`config.mk`:
```
export PLATFORM = sky130hd
export DESIGN_NAME = rect_fill_and_keyed_blit_flat
export DESIGN_NICKNAME = d
export VERILOG_FILES = /design/src/rtl/core/rfkb_pkg.sv /design/src/rtl/core/rfkb_ifs.sv /design/src/rtl/core/rfkb_front.sv /design/src/rtl/core/rfkb_queue.sv /design/src/rtl/core/rfkb_back.sv /design/src/rtl/core/rect_fill_and_keyed_blit.sv /design/src/flat_wrapper.sv
export SDC_FILE = /design/constraint.sdc
export NUM_CORES = 1
export LEC_CHECK = 0
export ABC_AREA = 1
export ABC_CLOCK_PERIOD_IN_PS = 6000
export BUFFER_PORTS_ARGS = -buffer_cell sky130_fd_sc_hd__buf_2
export CORE_ASPECT_RATIO = 0.75
export CORE_MARGIN = 1
export CORE_UTILIZATION = 35
export DETAILED_ROUTE_END_ITERATION = 12
export PLACE_DENSITY = 0.48
export SETUP_SLACK_MARGIN = 0.1
export SLEW_MARGIN = 20
export SYNTH_ARGS = -nofsm -noshare
export SYNTH_HDL_FRONTEND = slang
export SYNTH_SLANG_ARGS = --single-unit
```
`constraint.sdc`:
```
create_clock -name i_clk -period 6 [get_ports i_clk]
set_clock_uncertainty 0.05 [all_clocks]
set_input_delay 1.2 -clock i_clk [delete_from_list [all_inputs] [get_ports i_clk]]
set_output_delay 1.2 -clock i_clk [all_outputs]
set_load 0.01 [all_outputs]
```
`src/rtl/core/rfkb_pkg.sv`:
```
package rfkb_pkg;

    // Configuration register indexes
    localparam int CFG_IDX_W = 3;

    typedef enum logic [CFG_IDX_W-1:0] {
        CFG_MODE        = 3'd0,
        CFG_ORIGIN_X    = 3'd1,
        CFG_ORIGIN_Y    = 3'd2,
        CFG_RECT_WIDTH  = 3'd3,
        CFG_RECT_HEIGHT = 3'd4,
        CFG_FILL_COLOR  = 3'd5
    } t_cfg_idx;

    // Drawing modes
    localparam logic MODE_FILL = 1'b0;
    localparam logic MODE_KEYED_COPY = 1'b1;

    // Field widths
    localparam int PIX_W   = 16;
    localparam int ADDR_W  = 18;
    localparam int BE_W    = 2;
    localparam int DIM_W   = 11;
    localparam int CNT_W   = 10;
    localparam int CFG_DATA_W = 16;

    // Transparent byte value in keyed-copy mode
    localparam logic [7:0] KEY_BYTE = 8'hFF;

    // Queue between front and back
    localparam int QUEUE_DEPTH = 2;
    localparam int QPTR_W = $clog2(QUEUE_DEPTH);
    localparam int QCNT_W = $clog2(QUEUE_DEPTH + 1);

    // One classified pixel on its way to the back
    typedef struct packed {
        logic [CNT_W-1:0] ty;
        logic [CNT_W-1:0] tx;
        logic [PIX_W-1:0] data;
        logic [BE_W-1:0]  be;
        logic             done;
    } t_item;

endpackage

```
`src/rtl/core/rfkb_ifs.sv`:
```
interface rfkb_pix_if;
    logic        valid;
    logic        ready;
    logic [15:0] pixel_data;

    modport source (output valid, output pixel_data, input ready);
    modport sink (input valid, input pixel_data, output ready);
endinterface

interface rfkb_res_if;
    logic        valid;
    logic        ready;
    logic [17:0] byte_address;
    logic [15:0] write_data;
    logic [1:0]  byte_enable;
    logic        rect_done;

    modport source (output valid, output byte_address, output write_data,
                    output byte_enable, output rect_done, input ready);
    modport sink (input valid, input byte_address, input write_data,
                  input byte_enable, input rect_done, output ready);
endinterface

interface rfkb_cfg_if;
    logic        valid;
    logic        ready;
    logic [2:0]  index;
    logic [15:0] data;

    modport source (output valid, output index, output data, input ready);
    modport sink (input valid, input index, input data, output ready);
endinterface

```
`src/rtl/core/rfkb_front.sv`:
```
module rfkb_front #(
    parameter int SCREEN_WIDTH  = 320,
    parameter int SCREEN_HEIGHT = 240
) (
    input  logic                 i_clk,
    input  logic                 i_rst_n,
    rfkb_pix_if.sink             i_pix,
    rfkb_cfg_if.sink             i_cfg,
    input  logic                 i_q_full,
    output logic                 o_push,
    output rfkb_pkg::t_item      o_item
);

    localparam logic signed [rfkb_pkg::DIM_W:0] SW = (rfkb_pkg::DIM_W + 1)'(SCREEN_WIDTH);
    localparam logic signed [rfkb_pkg::DIM_W:0] SH = (rfkb_pkg::DIM_W + 1)'(SCREEN_HEIGHT);

    logic                          r_mode;
    logic [rfkb_pkg::DIM_W-1:0]    r_origin_x;
    logic [rfkb_pkg::DIM_W-1:0]    r_origin_y;
    logic [rfkb_pkg::DIM_W-1:0]    r_rect_width;
    logic [rfkb_pkg::DIM_W-1:0]    r_rect_height;
    logic [rfkb_pkg::PIX_W-1:0]    r_fill_color;
    logic [rfkb_pkg::CNT_W-1:0]    r_col;
    logic [rfkb_pkg::CNT_W-1:0]    r_row;
    logic [rfkb_pkg::CNT_W-1:0]    n_col;
    logic [rfkb_pkg::CNT_W-1:0]    n_row;

    logic signed [rfkb_pkg::DIM_W:0] tx_s;
    logic signed [rfkb_pkg::DIM_W:0] ty_s;
    logic                          visible;
    logic                          last_col;
    logic                          last_row;
    logic [rfkb_pkg::PIX_W-1:0]    data;
    logic [rfkb_pkg::BE_W-1:0]     be;
    logic [rfkb_pkg::DIM_W-1:0]    width_m1;
    logic [rfkb_pkg::DIM_W-1:0]    height_m1;

    // Take configuration writes at any time
    assign i_cfg.ready = 1'b1;

    always_ff @(posedge i_clk) begin
        if (!i_rst_n) begin
            r_mode        <= rfkb_pkg::MODE_FILL;
            r_origin_x    <= '0;
            r_origin_y    <= '0;
            r_rect_width  <= rfkb_pkg::DIM_W'(1);
            r_rect_height <= rfkb_pkg::DIM_W'(1);
            r_fill_color  <= '0;
        end else if (i_cfg.valid) begin
            case (i_cfg.index)
                rfkb_pkg::CFG_MODE:        r_mode        <= i_cfg.data[0];
                rfkb_pkg::CFG_ORIGIN_X:    r_origin_x    <= i_cfg.data[rfkb_pkg::DIM_W-1:0];
                rfkb_pkg::CFG_ORIGIN_Y:    r_origin_y    <= i_cfg.data[rfkb_pkg::DIM_W-1:0];
                rfkb_pkg::CFG_RECT_WIDTH:  r_rect_width  <= i_cfg.data[rfkb_pkg::DIM_W-1:0];
                rfkb_pkg::CFG_RECT_HEIGHT: r_rect_height <= i_cfg.data[rfkb_pkg::DIM_W-1:0];
                rfkb_pkg::CFG_FILL_COLOR:  r_fill_color  <= i_cfg.data;
                default: ;
            endcase
        end
    end

    // Accept a pixel whenever the queue has room
    assign i_pix.ready = !i_q_full;
    assign o_push      = i_pix.valid && !i_q_full;

    // Screen position, clipping and rectangle edges
    always_comb begin
        tx_s = $signed({r_origin_x[rfkb_pkg::DIM_W-1], r_origin_x})
             + $signed({2'b00, r_col});
        ty_s = $signed({r_origin_y[rfkb_pkg::DIM_W-1], r_origin_y})
             + $signed({2'b00, r_row});
        visible = !tx_s[rfkb_pkg::DIM_W] && !ty_s[rfkb_pkg::DIM_W]
               && (tx_s < SW) && (ty_s < SH);
        width_m1  = r_rect_width - rfkb_pkg::DIM_W'(1);
        height_m1 = r_rect_height - rfkb_pkg::DIM_W'(1);
        last_col  = {1'b0, r_col} == width_m1;
        last_row  = {1'b0, r_row} == height_m1;
        data = (r_mode == rfkb_pkg::MODE_KEYED_COPY) ? i_pix.pixel_data : r_fill_color;
        be = '0;
        if (visible) begin
            if (r_mode == rfkb_pkg::MODE_KEYED_COPY) begin
                be[1] = data[15:8] != rfkb_pkg::KEY_BYTE;
                be[0] = data[7:0] != rfkb_pkg::KEY_BYTE;
            end else begin
                be = '1;
            end
        end
        o_item.tx   = visible ? tx_s[rfkb_pkg::CNT_W-1:0] : '0;
        o_item.ty   = visible ? ty_s[rfkb_pkg::CNT_W-1:0] : '0;
        o_item.data = data;
        o_item.be   = be;
        o_item.done = last_col && last_row;
    end

    // Advance the raster walk
    always_comb begin
        n_col = r_col;
        n_row = r_row;
        if (o_push) begin
            if (last_col) begin
                n_col = '0;
                n_row = last_row ? '0 : r_row + rfkb_pkg::CNT_W'(1);
            end else begin
                n_col = r_col + rfkb_pkg::CNT_W'(1);
            end
        end
    end

    always_ff @(posedge i_clk) begin
        if (!i_rst_n) begin
            r_col <= '0;
            r_row <= '0;
        end else begin
            r_col <= n_col;
            r_row <= n_row;
        end
    end

    a_done_rewinds: assert property (@(posedge i_clk) disable iff (!i_rst_n)
        (o_push && o_item.done) |=> (r_col == '0 && r_row == '0))
        else $error("walk did not rewind after last pixel");

    a_clip_no_enable: assert property (@(posedge i_clk) disable iff (!i_rst_n)
        (o_push && !visible) |-> (o_item.be == '0 && o_item.tx == '0 && o_item.ty == '0))
        else $error("clipped pixel carries enables or position");

endmodule

```
`src/rtl/core/rfkb_queue.sv`:
```
module rfkb_queue (
    input  logic              i_clk,
    input  logic              i_rst_n,
    input  logic              i_push,
    input  rfkb_pkg::t_item   i_item,
    output logic              o_full,
    input  logic              i_pop,
    output logic              o_valid,
    output rfkb_pkg::t_item   o_item
);

    rfkb_pkg::t_item                  r_mem [rfkb_pkg::QUEUE_DEPTH];
    logic [rfkb_pkg::QPTR_W-1:0]      r_wr_ptr;
    logic [rfkb_pkg::QPTR_W-1:0]      r_rd_ptr;
    logic [rfkb_pkg::QCNT_W-1:0]      r_count;

    assign o_full  = r_count == rfkb_pkg::QCNT_W'(rfkb_pkg::QUEUE_DEPTH);
    assign o_valid = r_count != '0;
    assign o_item  = r_mem[r_rd_ptr];

    // Store the entering transaction
    always_ff @(posedge i_clk) begin
        if (i_push) begin
            r_mem[r_wr_ptr] <= i_item;
        end
    end

    // Move the pointers and the fill count
    always_ff @(posedge i_clk) begin
        if (!i_rst_n) begin
            r_wr_ptr <= '0;
            r_rd_ptr <= '0;
            r_count  <= '0;
        end else begin
            if (i_push) begin
                r_wr_ptr <= r_wr_ptr + rfkb_pkg::QPTR_W'(1);
            end
            if (i_pop) begin
                r_rd_ptr <= r_rd_ptr + rfkb_pkg::QPTR_W'(1);
            end
            case ({i_push, i_pop})
                2'b10:   r_count <= r_count + rfkb_pkg::QCNT_W'(1);
                2'b01:   r_count <= r_count - rfkb_pkg::QCNT_W'(1);
                default: r_count <= r_count;
            endcase
        end
    end

    a_no_overflow: assert property (@(posedge i_clk) disable iff (!i_rst_n)
        i_push |-> (!o_full || i_pop))
        else $error("push into a full queue");

    a_no_underflow: assert property (@(posedge i_clk) disable iff (!i_rst_n)
        i_pop |-> o_valid)
        else $error("pop from an empty queue");

endmodule

```
`src/rtl/core/rfkb_back.sv`:
```
module rfkb_back #(
    parameter int SCREEN_WIDTH = 320
) (
    input  logic              i_clk,
    input  logic              i_rst_n,
    input  logic              i_q_valid,
    input  rfkb_pkg::t_item   i_item,
    output logic              o_pop,
    rfkb_res_if.source        o_res
);

    localparam int LIN_W = 2 * rfkb_pkg::DIM_W;

    logic                          r_valid;
    logic [rfkb_pkg::ADDR_W-1:0]   r_addr;
    logic [rfkb_pkg::PIX_W-1:0]    r_data;
    logic [rfkb_pkg::BE_W-1:0]     r_be;
    logic                          r_done;
    logic [LIN_W-1:0]              lin;
    logic [rfkb_pkg::ADDR_W-1:0]   addr;

    // Load the output register when it is empty or being drained
    assign o_pop = i_q_valid && (!r_valid || o_res.ready);

    // Linear pixel index times two bytes, kept to the address width
    always_comb begin
        lin  = LIN_W'(i_item.ty) * LIN_W'(SCREEN_WIDTH) + LIN_W'(i_item.tx);
        addr = {lin[rfkb_pkg::ADDR_W-2:0], 1'b0};
    end

    always_ff @(posedge i_clk) begin
        if (!i_rst_n) begin
            r_valid <= 1'b0;
        end else if (o_pop) begin
            r_valid <= 1'b1;
        end else if (o_res.ready) begin
            r_valid <= 1'b0;
        end
    end

    always_ff @(posedge i_clk) begin
        if (o_pop) begin
            r_addr <= addr;
            r_data <= i_item.data;
            r_be   <= i_item.be;
            r_done <= i_item.done;
        end
    end

    assign o_res.valid        = r_valid;
    assign o_res.byte_address = r_addr;
    assign o_res.write_data   = r_data;
    assign o_res.byte_enable  = r_be;
    assign o_res.rect_done    = r_done;

    a_stall_blocks_pop: assert property (@(posedge i_clk) disable iff (!i_rst_n)
        (r_valid && !o_res.ready) |-> !o_pop)
        else $error("output overwritten while stalled");

endmodule

```
`src/rtl/core/rect_fill_and_keyed_blit.sv`:
```
// An accepted pixel is written into the queue, then moves into the output
// register that drives the result port when that register is empty or drained.
// Throughput: one pixel per cycle through front, two-entry queue and back (one
// constant multiply) unless o_res stalls; a full queue takes no pixel even as it pops.
// Reset (i_rst_n low at a clock edge) empties the queue and output register,
// rewinds the raster walk and restores the register defaults.
module rect_fill_and_keyed_blit #(
    parameter int SCREEN_WIDTH  = 320,
    parameter int SCREEN_HEIGHT = 240
) (
    input  logic          i_clk,
    input  logic          i_rst_n,
    rfkb_pix_if.sink      i_pix,
    rfkb_cfg_if.sink      i_cfg,
    rfkb_res_if.source    o_res
);

    logic              q_full;
    logic              push;
    logic              pop;
    logic              q_valid;
    rfkb_pkg::t_item   push_item;
    rfkb_pkg::t_item   head_item;

    rfkb_front #(
        .SCREEN_WIDTH  (SCREEN_WIDTH),
        .SCREEN_HEIGHT (SCREEN_HEIGHT)
    ) u_front (
        .i_clk    (i_clk),
        .i_rst_n  (i_rst_n),
        .i_pix    (i_pix),
        .i_cfg    (i_cfg),
        .i_q_full (q_full),
        .o_push   (push),
        .o_item   (push_item)
    );

    rfkb_queue u_queue (
        .i_clk   (i_clk),
        .i_rst_n (i_rst_n),
        .i_push  (push),
        .i_item  (push_item),
        .o_full  (q_full),
        .i_pop   (pop),
        .o_valid (q_valid),
        .o_item  (head_item)
    );

    rfkb_back #(
        .SCREEN_WIDTH (SCREEN_WIDTH)
    ) u_back (
        .i_clk     (i_clk),
        .i_rst_n   (i_rst_n),
        .i_q_valid (q_valid),
        .i_item    (head_item),
        .o_pop     (pop),
        .o_res     (o_res)
    );

endmodule
```
`src/flat_wrapper.sv`:
```
// flat-port wrapper written by rule: the top's interface ports become plain ports
module rect_fill_and_keyed_blit_flat 
#(
    parameter int SCREEN_WIDTH  = 320,
    parameter int SCREEN_HEIGHT = 240
)
  (i_clk, i_rst_n, i_pix_valid, i_pix_pixel_data, i_pix_ready, i_cfg_valid, i_cfg_index, i_cfg_data, i_cfg_ready, o_res_valid, o_res_byte_address, o_res_write_data, o_res_byte_enable, o_res_rect_done, o_res_ready);
  rfkb_pix_if i_pix_i ();
  rfkb_cfg_if i_cfg_i ();
  rfkb_res_if o_res_i ();
  input  logic i_clk;
  input  logic i_rst_n;
  input wire logic [$bits(i_pix_i.valid)-1:0] i_pix_valid;
  input wire logic [$bits(i_pix_i.pixel_data)-1:0] i_pix_pixel_data;
  output wire logic [$bits(i_pix_i.ready)-1:0] i_pix_ready;
  input wire logic [$bits(i_cfg_i.valid)-1:0] i_cfg_valid;
  input wire logic [$bits(i_cfg_i.index)-1:0] i_cfg_index;
  input wire logic [$bits(i_cfg_i.data)-1:0] i_cfg_data;
  output wire logic [$bits(i_cfg_i.ready)-1:0] i_cfg_ready;
  output wire logic [$bits(o_res_i.valid)-1:0] o_res_valid;
  output wire logic [$bits(o_res_i.byte_address)-1:0] o_res_byte_address;
  output wire logic [$bits(o_res_i.write_data)-1:0] o_res_write_data;
  output wire logic [$bits(o_res_i.byte_enable)-1:0] o_res_byte_enable;
  output wire logic [$bits(o_res_i.rect_done)-1:0] o_res_rect_done;
  input wire logic [$bits(o_res_i.ready)-1:0] o_res_ready;
  assign i_pix_i.valid = i_pix_valid;
  assign i_pix_i.pixel_data = i_pix_pixel_data;
  assign i_pix_ready = i_pix_i.ready;
  assign i_cfg_i.valid = i_cfg_valid;
  assign i_cfg_i.index = i_cfg_index;
  assign i_cfg_i.data = i_cfg_data;
  assign i_cfg_ready = i_cfg_i.ready;
  assign o_res_valid = o_res_i.valid;
  assign o_res_byte_address = o_res_i.byte_address;
  assign o_res_write_data = o_res_i.write_data;
  assign o_res_byte_enable = o_res_i.byte_enable;
  assign o_res_rect_done = o_res_i.rect_done;
  assign o_res_i.ready = o_res_ready;
  rect_fill_and_keyed_blit #(.SCREEN_WIDTH(SCREEN_WIDTH), .SCREEN_HEIGHT(SCREEN_HEIGHT)) u_core (.i_clk(i_clk), .i_rst_n(i_rst_n), .i_pix(i_pix_i), .i_cfg(i_cfg_i), .o_res(o_res_i));
endmodule
```
==> Yosys cells after proc, flatten, opt, wreduce, memory -nomap -nowiden <==
Memories as Yosys holds them, arrays and structs flattened. A register that Yosys moved wholly into a read port is not among the register bits.
Cells that the tools add are included.
{ "word_totals": {"reg_bits": 122, "mem_count": 1, "ram_bits": 78, "inputBits": 40} }
{ "op_classes": {"n_reduce_logical": 22, "multipliers": 1, "magnitude_cmp": 2, "eq_ne": 12, "muxes": 14, "n_addsub": 11} }
{ "mem_list": {"columns": ["name", "words", "word_bits", "read_ports", "rd_ports_with_merged_regs", "write_ports", "line", "text"], "rows": [
  ["u_core.u_queue.r_mem", 2, 39, 1, 1, 1, "rfkb_queue.sv:12", "rfkb_pkg::t_item r_mem [rfkb_pkg::QUEUE_DEPTH];"]
]} }
{ "op_table": {"columns": ["cell", "count"], "rows": [
  ["$mux 10", 4],
  ["$add 11x11->12", 2],
  ["$eq 10x11->1", 2],
  ["$sub 11x1->11 const B", 2],
  ["$add 10x1->10 const B", 2],
  ["$add 17x10->17", 1],
  ["$mux 16", 1],
  ["$ne 8x8->1 const B", 2],
  ["$reduce_and 2->1", 7],
  ["$lt 12x10->1 const B", 1],
  ["$lt 12x9->1 const B", 1],
  ["$mul 10x3->11 const B", 1],
  ["$eq 3x2->1 const B", 2],
  ["$eq 3x3->1 const B", 2],
  ["$logic_and 1x1->1", 6],
  ["$mux 1", 6],
  ["$reduce_bool 2->1", 3],
  ["$eq 2x2->1 const B", 2],
  ["$logic_not 1->1", 4],
  ["$mux 2", 2],
  ["$pmux 2 s2", 1],
  ["$eq 3x1->1 const B", 1],
  ["$logic_not 3->1", 1],
  ["$add 1x1->1 const B", 2],
  ["4 further kinds", 4]
]} }

==> Logic depth before layout (Yosys ltp) <==
Gate-level depths: netlist (run 1).
{ "depth": {"depth_word": 6, "ltp_mapped": 17, "mapped_depth_nobuf": 16} }

==> Cells and area by module <==
Synthesis (run 1) repeated with hierarchy kept, for this count alone.
{ "hier_totals": {"cells_unflattened": 1272, "area_unflattened_um2": 10978.0} }
{ "modules_own_cells": {"columns": ["mod", "cells_per_inst", "seq_area_each_um2", "instances", "area_per_inst_um2"], "rows": [
  ["rfkb_front", 968, 1621.6, 1, 5982.0],
  ["rfkb_queue", 156, 2442.3, 1, 3086.7],
  ["rfkb_back", 148, 1101.1, 1, 1909.3]
]} }

==> Worst setup path after synthesis (run 1) <==
Ideal clock, no wire load.
{ "synth_path": {"path_type": "input to register", "startpoint": "input o_res_ready", "endpoint": "register u_core.u_queue.r_count[1] in the netlist's numbering", "t_required_ns": 5.880, "path_buffers": 0, "setup_slack_ns": 2.088, "path_stages": 8, "arrival_time_ns": 3.792, "path_cell_list": "nor2_1 -> nor2_1 -> ha_1 -> inv_1 -> nand2_1 -> nor2_1 -> o21ai_0 -> a21oi_1"} }
{ "synth_via": {"elab_chain_len": 4, "word_cells_on_any_way": 6, "classes_between": "eq/ne: 2; mux: 1; reduce/logical: 3"} }
{ "synth_rtl": {"columns": ["item", "line", "text"], "rows": [
  ["start: declaration", "flat_wrapper.sv:25", "input wire logic [$bits(o_res_i.ready)-1:0] o_res_ready;"],
  ["$logic_or 1x1->1 (*)", "rfkb_back.sv:23", "assign o_pop = i_q_valid && (!r_valid || o_res.ready);"],
  ["$logic_and 1x1->1 (*)", "rfkb_back.sv:23", null],
  ["net u_core.pop", "rect_fill_and_keyed_blit.sv:20", "logic pop;"],
  ["$eq 2x1->1 or $eq 2x2->1 (tied branches)", "rfkb_queue.sv:41", "case ({i_push, i_pop})"],
  ["$pmux 2 s2 or $reduce_bool 2->1 (tied branches)", null, null],
  ["end signal: assignment", "rfkb_queue.sv:42", "2'b10: r_count <= r_count + rfkb_pkg::QCNT_W'(1);"],
  ["end signal: assignment", "rfkb_queue.sv:43", "2'b01: r_count <= r_count - rfkb_pkg::QCNT_W'(1);"],
  ["end signal: assignment", "rfkb_queue.sv:44", "default: r_count <= r_count;"],
  ["end: declaration", "rfkb_queue.sv:15", "logic [rfkb_pkg::QCNT_W-1:0] r_count;"]
]} }
The timed path passes the listed nets; every way through them passes the cells marked *.
A chain may end at the register's enable or synchronous reset.

==> results of run 1 <==
## metrics by stage
stage	area [um2]	setup slack (ps)	instances
after floorplan	10500	2090	1200
after global placement	11300	2250	1647
after detailed placement	11300	2210	1647
after CTS	12000	2190	1688
after global routing	12000	1830	1688
final	12000	2260	1688
## synth_stat cells, types with 10 or more instances
library cell  number
nand2_1          258
nor2_1           177
inv_1            119
edfxtp_1         114
dfxtp_1           87
o21ai_0           76
a21oi_1           56
nand3_1           50
ha_1              44
mux2_2            37
xor2_1            27
nor2_2            18
clkbuf_1          16
xnor2_1           16
nand4_1           13
inv_2             10
nor3_1            10
## logic make-up (layout without fill, tap and decap cells)
group / after synthesis / in the layout / synth area share (%)
XOR/XNOR: 44 / 44 / 3.77
flip-flops: 201 / 201 / 49.5
other: 2 / 8 / 0.0720
AND/OR/NAND/NOR: 554 / 554 / 23.0
adder cells (fa/ha/maj): 48 / 48 / 6.04
AO/OA/AOI/OAI: 149 / 149 / 7.58
multiplexers: 40 / 40 / 4.28
buffers and inverters: 156 / 252 / 5.78
## state kept, by name (all words and copies together), names as in the netlist, 10 cells and up, named ones only
signal / flops
u_core.u_queue.r_mem: 78
u_core.u_back.o_res.byte_address: 17
u_core.u_back.o_res.write_data: 16
u_core.u_front.r_fill_color: 16
u_core.u_front.r_origin_x: 11
u_core.u_front.r_origin_y: 11
u_core.u_front.r_rect_height: 11
u_core.u_front.r_rect_width: 11
u_core.u_front.r_col: 10
u_core.u_front.r_row: 10
## worst reg2reg max path, cell delays in order, from the launching register on
cell and delay [ps]:
dfxtp_2 980, o21ai_0 360, inv_1 160, ha_1 240
ha_1 300, ha_1 350, nand2_1 60, o21ai_0 270
nand3_1 170, nor2_1 140, nand2_1 80, nor2_1 140
nand2_1 70, nand2_1 60, nand2_1 40
## worst min path at each step
stage,end,depth (start not counted)
after floorplan,flop,1
after detailed placement,flop,1
final,flop,1
after CTS,flop,1
after global placement,flop,1
after global routing,flop,1
## report_power, final
part | switching, uW | total (uW) | internal, uW
Combinational | 802 | 1360 | 554
Sequential | 130 | 1950 | 1820
Clock | 555 | 1410 | 858
## routing by layer
layer | wire length, um | GRT usage (%)
met1 | 13400 | 25.4
met2 | 10700 | 26.0
met3 | 1020 | 2.46
met4 | 393 | 3.86
met5 | 0 | 0
## final cells by class
type,count,area share (%)
sequential,201,43.0
multi-input combinational,843,39.2
clock buffer,30,5.17
tap,392,4.08
inverter,130,4.06
timing repair buffer,81,3.45
clock inverter,11,1.11
==> results.json, run 1 <==
{
  "drtPass1Iterations": 5,
  "power.leakage_uw": 0.00507,
  "via_per_inst": 4.69,
  "cts_resized": 0,
  "final_common_cell": "nand2_1",
  "fillers": 3013,
  "die_h_um": 152,
  "yosysSeqAreaShare_pct": 49.5,
  "synth_flop_cell": "edfxtp_1",
  "synth_edf_count": 114,
  "clock_path_buffers": 3,
  "post-route-util_pct": 41.2,
  "drc": 0,
  "worstPathArrival_ps": 3950,
  "startpoint_type": "flop",
  "core-area_um2": 29200,
  "slowest_delay_ps": 980,
  "nets": 1368,
  "wire_per_inst_um": 15.1,
  "synth_area_leader_cell": "edfxtp_1",
  "finalHoldViolCount": 0,
  "dr_total_vias": 7914,
  "min_from": "u_core.u_queue.r_rd_ptr",
  "root_buffer": "clkbuf_16",
  "initial_core_util_pct": 35.8,
  "r2r_cells": 14,
  "die_area_um2": 30500,
  "synth_cell_type_count": 52,
  "insertion_delay_ps": 510,
  "synthesis.area_um2": 10400,
  "peakVddDrop_mv": 0.170,
  "power_uw": 4720,
  "maxSlewViolCount": 0,
  "place.port_buffers": 77,
  "ant_nets": 0,
  "layout_common_cells": "258 x nand2_1, 174 x nor2_1, 119 x inv_1",
  "drt-total-wl_um": 25500,
  "drive_gt1_share_pct": 16.0,
  "cap_violations": 0,
  "fin_setup_tns_ps": 0,
  "postCtsSetupBuffers": 0,
  "crit_fanout": 41,
  "hp-class": "reg2reg",
  "required_ps": 6210,
  "synthCells": 1194,
  "syn_avg_cell_area_um2": 8.74,
  "diodes": 0,
  "endpoint_kind": "flop",
  "die_w_um": 201,
  "hpwl_um": 18400,
  "worstSetupPathType": "reg2reg",
  "overflow": 0,
  "critPathTopFamily": "flip-flops",
  "syn_to_final_growth_pct": 15.3,
  "crit_chain": "o21ai_0 -> inv_1 -> ha_1 -> ha_1 -> ha_1 -> nand2_1 -> o21ai_0 -> nand3_1 -> nor2_1 -> nand2_1 -> nor2_1 -> nand2_1 -> nand2_1 -> nand2_1",
  "cts_buffers": 23,
  "outcome": "complete, no violations",
  "place_congestion": 0.834,
  "rsz0062_at_grt": "no",
  "cp.depth": 14,
  "worstMarginPinSlew_ps": 1050,
  "synth_top_cells_by_area": "edfxtp_1 33%, dfxtp_1 17%, nand2_1 9.3%, nor2_1 6.4%, ha_1 5.3%",
  "setup_viol": 0,
  "grt_pass1_vias": 7383,
  "regArea_um2": 5170,
  "clock_sinks": 201,
  "ys_warn_count": 0,
  "drt_iter0_markers": 494,
  "num_rows": 54,
  "cts_tree": "done",
  "yosysTopAreaCellShare_pct": 32.8,
  "fmaxAchievable_mhz": 268,
  "cp_slowest_cell": "dfxtp_2",
  "cts_hold_buf": 0,
  "p_per_area_nw_per_um2": 392,
  "whs_ps": 404,
  "multiInputGateArea_um2": 4710,
  "maxSlewHeadroom_pct": 29.9,
  "cp_common_cell": "nand2_1",
  "io_pins": 80,
  "ys_async_sr_fraction_pct": 0,
  "grt_use_total_pct": 17.0,
  "synth-seq-cells": 201,
  "finalCriticalPeriod_ps": 3740,
  "grt_pass1_wl_um": 40800,
  "reg2reg_to": "u_core.u_back.o_res.byte_address[17]",
  "fin_crit_sh_pct": 62.3,
  "grt_max_degree": 67,
  "clk_pin_slew_ps": 60,
  "antenna_found_initial": 0,
  "crit_path_end": "u_core.u_back.o_res.byte_address[17]",
  "h-tree-depth": 1,
  "critical_path_buf_inv_count": 1,
  "r2r_setup_slack_ps": 2260
}
(Power assumes the default switching activity.)
==> run 2, diff against run 1 <==
--- a/config.mk
+++ b/config.mk
@@ -6,13 +6,13 @@
 export NUM_CORES = 1
 export LEC_CHECK = 0
 export ABC_AREA = 1
-export ABC_CLOCK_PERIOD_IN_PS = 6000
+export ABC_CLOCK_PERIOD_IN_PS = 3200
 export BUFFER_PORTS_ARGS = -buffer_cell sky130_fd_sc_hd__buf_2
 export CORE_ASPECT_RATIO = 0.75
 export CORE_MARGIN = 1
 export CORE_UTILIZATION = 35
 export DETAILED_ROUTE_END_ITERATION = 12
-export PLACE_DENSITY = 0.48
+export PLACE_DENSITY = 0.5
 export SETUP_SLACK_MARGIN = 0.1
 export SLEW_MARGIN = 20
 export SYNTH_ARGS = -nofsm -noshare
==> constraint.sdc (replaced) <==
create_clock -name i_clk -period 3.2 [get_ports i_clk]
set_clock_uncertainty 0.05 [all_clocks]
set_input_delay 0.64 -clock i_clk [delete_from_list [all_inputs] [get_ports i_clk]]
set_output_delay 0.64 -clock i_clk [all_outputs]
set_load 0.01 [all_outputs]
==> results.json, run 2 (synthesis results as in run 1) <==
{
  "outcome": "complete, no violations",
  "root_buffer": "clkbuf_16",
  "antenna_found_initial": 0,
  "grt_use_total_pct": 16.6,
  "crit_chain": "mux2_2 -> ha_1 -> ha_1 -> inv_1 -> fa_1 -> xnor2_1 -> nand3_1 -> nor2_1 -> nand2_1 -> nor2_1 -> nand2_1 -> nand2_1 -> nand2_1",
  "fin_setup_tns_ps": 0,
  "fmaxAchievable_mhz": 349,
  "cap_violations": 0,
  "finalHoldViolCount": 0,
  "cts_buffers": 23,
  "grt_pass1_vias": 7633,
  "io_pins": 80,
  "nets": 1379,
  "layout_common_cells": "258 x nand2_1, 174 x nor2_1, 119 x inv_1",
  "place_congestion": 0.837,
  "grt_max_degree": 66,
  "hold_depth": 3,
  "num_rows": 54,
  "hp-class": "in2reg",
  "largest_reg_flops": 78,
  "clk_pin_slew_ps": 60,
  "place.port_buffers": 77,
  "peakVddDrop_mv": 0.301,
  "h-tree-depth": 1,
  "finalCriticalPeriod_ps": 2860,
  "setup_viol": 0,
  "core-area_um2": 29200,
  "endpoint_kind": "flop",
  "largest_register": "u_core.u_queue.r_mem",
  "overflow": 0,
  "grt_pass1_wl_um": 40000,
  "initial_core_util_pct": 35.8,
  "insertion_delay_ps": 510,
  "whs_ps": 315,
  "required_ps": 3410,
  "startpoint_type": "flop",
  "clock_sinks": 201,
  "cp_slowest_cell": "dfxtp_4",
  "syn_to_final_growth_pct": 16.8,
  "drt-total-wl_um": 24900,
  "slowest_delay_ps": 410,
  "diodes": 0,
  "cts_tree": "done",
  "drt_iter0_markers": 359,
  "fin_crit_sh_pct": 89.4,
  "cp_common_cell": "nand2_1",
  "r2r_cells": 13,
  "maxSlewViolCount": 0,
  "crit_fanout": 10,
  "worstSetupPathType": "reg2reg",
  "maxSlewHeadroom_pct": 50.5,
  "cts_hold_buf": 0,
  "drive_gt1_share_pct": 17.3,
  "wire_per_inst_um": 14.6,
  "ant_nets": 0,
  "rsz0062_at_grt": "no",
  "die_w_um": 201,
  "final_common_cell": "nand2_1",
  "worstPathArrival_ps": 3070,
  "power.leakage_uw": 0.00516,
  "dr_total_vias": 7909,
  "hpwl_um": 18000,
  "via_per_inst": 4.65,
  "worstMarginPinSlew_ps": 741,
  "die_h_um": 152,
  "drc": 0,
  "drtPass1Iterations": 5,
  "p_per_area_nw_per_um2": 744,
  "clock_path_buffers": 3,
  "die_area_um2": 30500
}
==> run 2: changes by cell type in the layout (fill, tap and decap cells not counted), moves of 2 or more <==
cell        before  now
clkbuf_1         5    3
o21ai_0         76   74
buf_12           0    2
clkinvlp_4       2    0
clkinv_1         5    3
clkinv_4         0    2
buf_4            4   12
clkinv_2         1    5
==> run 2: final timing paths <==
check	start	endpoint	slack [ps]
max reg2reg	flop	u_core.u_back.o_res.byte_address[17]	340
min reg2reg	u_core.u_queue.r_rd_ptr	flop	400
min	i_cfg_data[13]	u_core.u_front.r_fill_color[13]	320
max	flop	u_core.u_back.o_res.byte_address[17]	340
==> run 2: layout make-up <==
type / count / area, um2
flip-flops and latches: 201 / 5170
clock buffers: 29 / 628
multi-input cells: 843 / 4740
clock inverters: 13 / 149
fillers: 2946 / 17000
well taps: 392 / 490
repair buffers: 92 / 527
inverters: 130 / 488
==> run 2: critical path: cells and delay by family, from the launching register on <==
kind                     cells  cell delay (ps)
XOR/XNOR                     1              200
AND/OR/NAND/NOR              7              660
flip-flops                   1              410
buffers and inverters        1               60
multiplexers                 1              370
adder cells (fa/ha/maj)      3              860
==> run 2: timing repair <==
action | 4_1_cts | 5_1_grt
hold endpoints to repair | 0 | 0
setup buffers | 0 | 2
gates resized for setup | 0 | 6
setup endpoints to repair | 0 | 3
==> run 2: metrics by stage <==
stage / utilization, % / cells / power [uW] / area [um2] / setup slack [ps]
finish: 41.8 / 1700 / 9070 / 12200 / 338
global route: 41.8 / 1700 / 9680 / 12200 / 98.1
CTS: 41.6 / 1698 / 9110 / 12100 / 151
detailed placement: 38.9 / 1656 / 6380 / 11400 / 158
global placement: 38.9 / 1656 / 6370 / 11400 / 205
floorplan: - / 1200 / 5530 / 10500 / 145
==> run 2: power by group <==
| part | internal (uW) | total [uW] | switching (uW) | leakage (uW) |
|---|---|---|---|---|
| logic | 1180 | 2800 | 1620 | 0.00297 |
| registers | 3420 | 3580 | 167 | 0.00180 |
| clock network | 1630 | 2680 | 1050 | 0.000386 |
==> run 2: layer usage <==
layer	global-route usage (%)	vias up	part of all wire, %
li1	-	4122	-
met1	23.8	3643	52
met2	26.4	115	42
met3	2.33	29	3.7
met4	4.32	0	2.2
met5	0	-	0
==> run 3, diff against run 2 <==
--- a/config.mk
+++ b/config.mk
@@ -14,7 +14,8 @@
 export DETAILED_ROUTE_END_ITERATION = 12
 export PLACE_DENSITY = 0.5
 export SETUP_SLACK_MARGIN = 0.1
-export SLEW_MARGIN = 20
+export SKIP_CTS_REPAIR_TIMING = 1
+export SLEW_MARGIN = 25
 export SYNTH_ARGS = -nofsm -noshare
 export SYNTH_HDL_FRONTEND = slang
 export SYNTH_SLANG_ARGS = --single-unit
==> constraint.sdc (replaced) <==
create_clock -name i_clk -period 3.2 [get_ports i_clk]
set_clock_uncertainty 0.05 [all_clocks]
set_input_delay 0 -clock i_clk [delete_from_list [all_inputs] [get_ports i_clk]]
set_output_delay 0 -clock i_clk [all_outputs]
set_load 0.01 [all_outputs]
==> results.json, run 3 (synthesis results as in run 1) <==
{
  "ant_nets": 0,
  "core-area_um2": 29200,
  "cap_violations": 0,
  "layout_common_cells": "258 x nand2_1, 173 x nor2_1, 119 x inv_1",
  "grt_use_total_pct": 16.2,
  "insertion_delay_ps": 520,
  "initial_core_util_pct": 35.8,
  "clk_pin_slew_ps": 60,
  "nets": 1414,
  "io_pins": 80,
  "root_buffer": "clkbuf_16",
  "overflow": 0,
  "syn_to_final_growth_pct": 19.4,
  "place.port_buffers": 77,
  "drt-total-wl_um": 25300,
  "place_congestion": 0.846,
  "drc": 0,
  "clock_path_buffers": 3,
  "finalHoldViolCount": 3,
  "startpoint_type": "flop",
  "hpwl_um": 17700,
  "die_h_um": 152,
  "drt_iter0_markers": 458,
  "violations": "negative hold slack",
  "r2r_setup_slack_ps": 310,
  "required_ps": 3430,
  "p_per_area_nw_per_um2": 709,
  "clock_sinks": 201,
  "largest_reg_flops": 78,
  "grt_pass1_wl_um": 38700,
  "dr_total_vias": 7915,
  "drive_gt1_share_pct": 16.6,
  "largest_register": "u_core.u_queue.r_mem",
  "maxSlewHeadroom_pct": 47.4,
  "maxSlewViolCount": 0,
  "via_per_inst": 4.57,
  "crit_fanout": 9,
  "final_common_cell": "nand2_1",
  "endpoint_kind": "flop",
  "setup_viol": 0,
  "worstSetupPathType": "reg2reg",
  "whs_ps": -109,
  "worstPathArrival_ps": 3120,
  "num_rows": 54,
  "worstMarginPinSlew_ps": 789,
  "cts_buffers": 22,
  "fin_ws_ps": 306,
  "fillers": 2927,
  "die_w_um": 201,
  "wire_per_inst_um": 14.6,
  "antenna_found_initial": 0,
  "hp-class": "in2reg",
  "die_area_um2": 30500,
  "h-tree-depth": 1,
  "drtPass1Iterations": 4,
  "cts_tree": "done",
  "power.leakage_uw": 0.00527,
  "rsz0062_at_grt": "no",
  "outcome": "finished, violations left",
  "grt_pass1_vias": 7114,
  "grt_max_degree": 66,
  "fin_setup_tns_ps": 0,
  "post-place-ws_ps": 48.5,
  "diodes": 0,
  "fin_crit_sh_pct": 90.4,
  "fmaxAchievable_mhz": 346,
  "finalCriticalPeriod_ps": 2890,
  "peakVddDrop_mv": 0.383
}
-- run 3: changes by cell type in the layout (fill, tap and decap cells not counted), sizes merged --
cell         change
dlygate4sd3     +40
buf              -4
bufinv           -2
clkbuf           -2
clkinv           -1
clkinvlp         +1
inv              +1
-- run 3: final cells by class --
cell class	count	area, um2	share of cell area [%]
clock buffers	27	589	4.73
clock inverters	12	104	0.833
inverters	130	488	3.91
multi-input cells	843	4740	38.1
flip-flops and latches	201	5170	41.5
well taps	392	490	3.93
repair buffers	128	881	7.07
-- run 3: path summary, 6_finish.rpt --
path / from / end / cells after the start
max: flop / u_core.u_back.o_res.byte_address[17] / 13
min: i_cfg_index[1] / u_core.u_front.r_rect_width[0] / 4
max reg2reg: flop / u_core.u_back.o_res.byte_address[17] / 13
min reg2reg: u_core.u_queue.r_rd_ptr / u_core.u_queue.r_rd_ptr / 1
-- run 3: worst max-delay path, cell delays in order (launching register included) --
cell and delay, ps:
dfxtp_4 420, mux2_2 370, ha_1 300, ha_1 310, ha_1 350, nand2_1 90, o21ai_2 150, nand3_1 120
nor2_1 120, nand2_1 100, nor2_2 130, nand2_1 60, nand2_1 60, nand2_1 40
-- run 3: layer usage --
layer  track usage [%]  wire (um)  part of all wire, %
met1              23.8      13200                   52
met2              25.0      10900                   43
met3              2.65        849                  3.4
met4              3.11        389                  1.5
met5                 0          0                    0
-- run 3: stage by stage --
stage	power (uW)	utilization, %	hold WS [ps]	cells	area (um2)
6_report	8840	42.7	-109	1733	12500
5_1_grt	9430	42.7	4.69	1733	12500
3_5_place_dp	6350	38.8	184	1654	11300
3_3_place_gp	6350	38.8	177	1654	11300
2_1_floorplan	5530	-	76.4	1200	10500
4_1_cts	8840	41.2	-358	1693	12000
-- run 3: power by group --
part | total (uW) | internal [uW] | switching [uW]
clock | 2440 | 1400 | 1040
sequential | 3590 | 3420 | 171
combinational | 2810 | 1190 | 1630
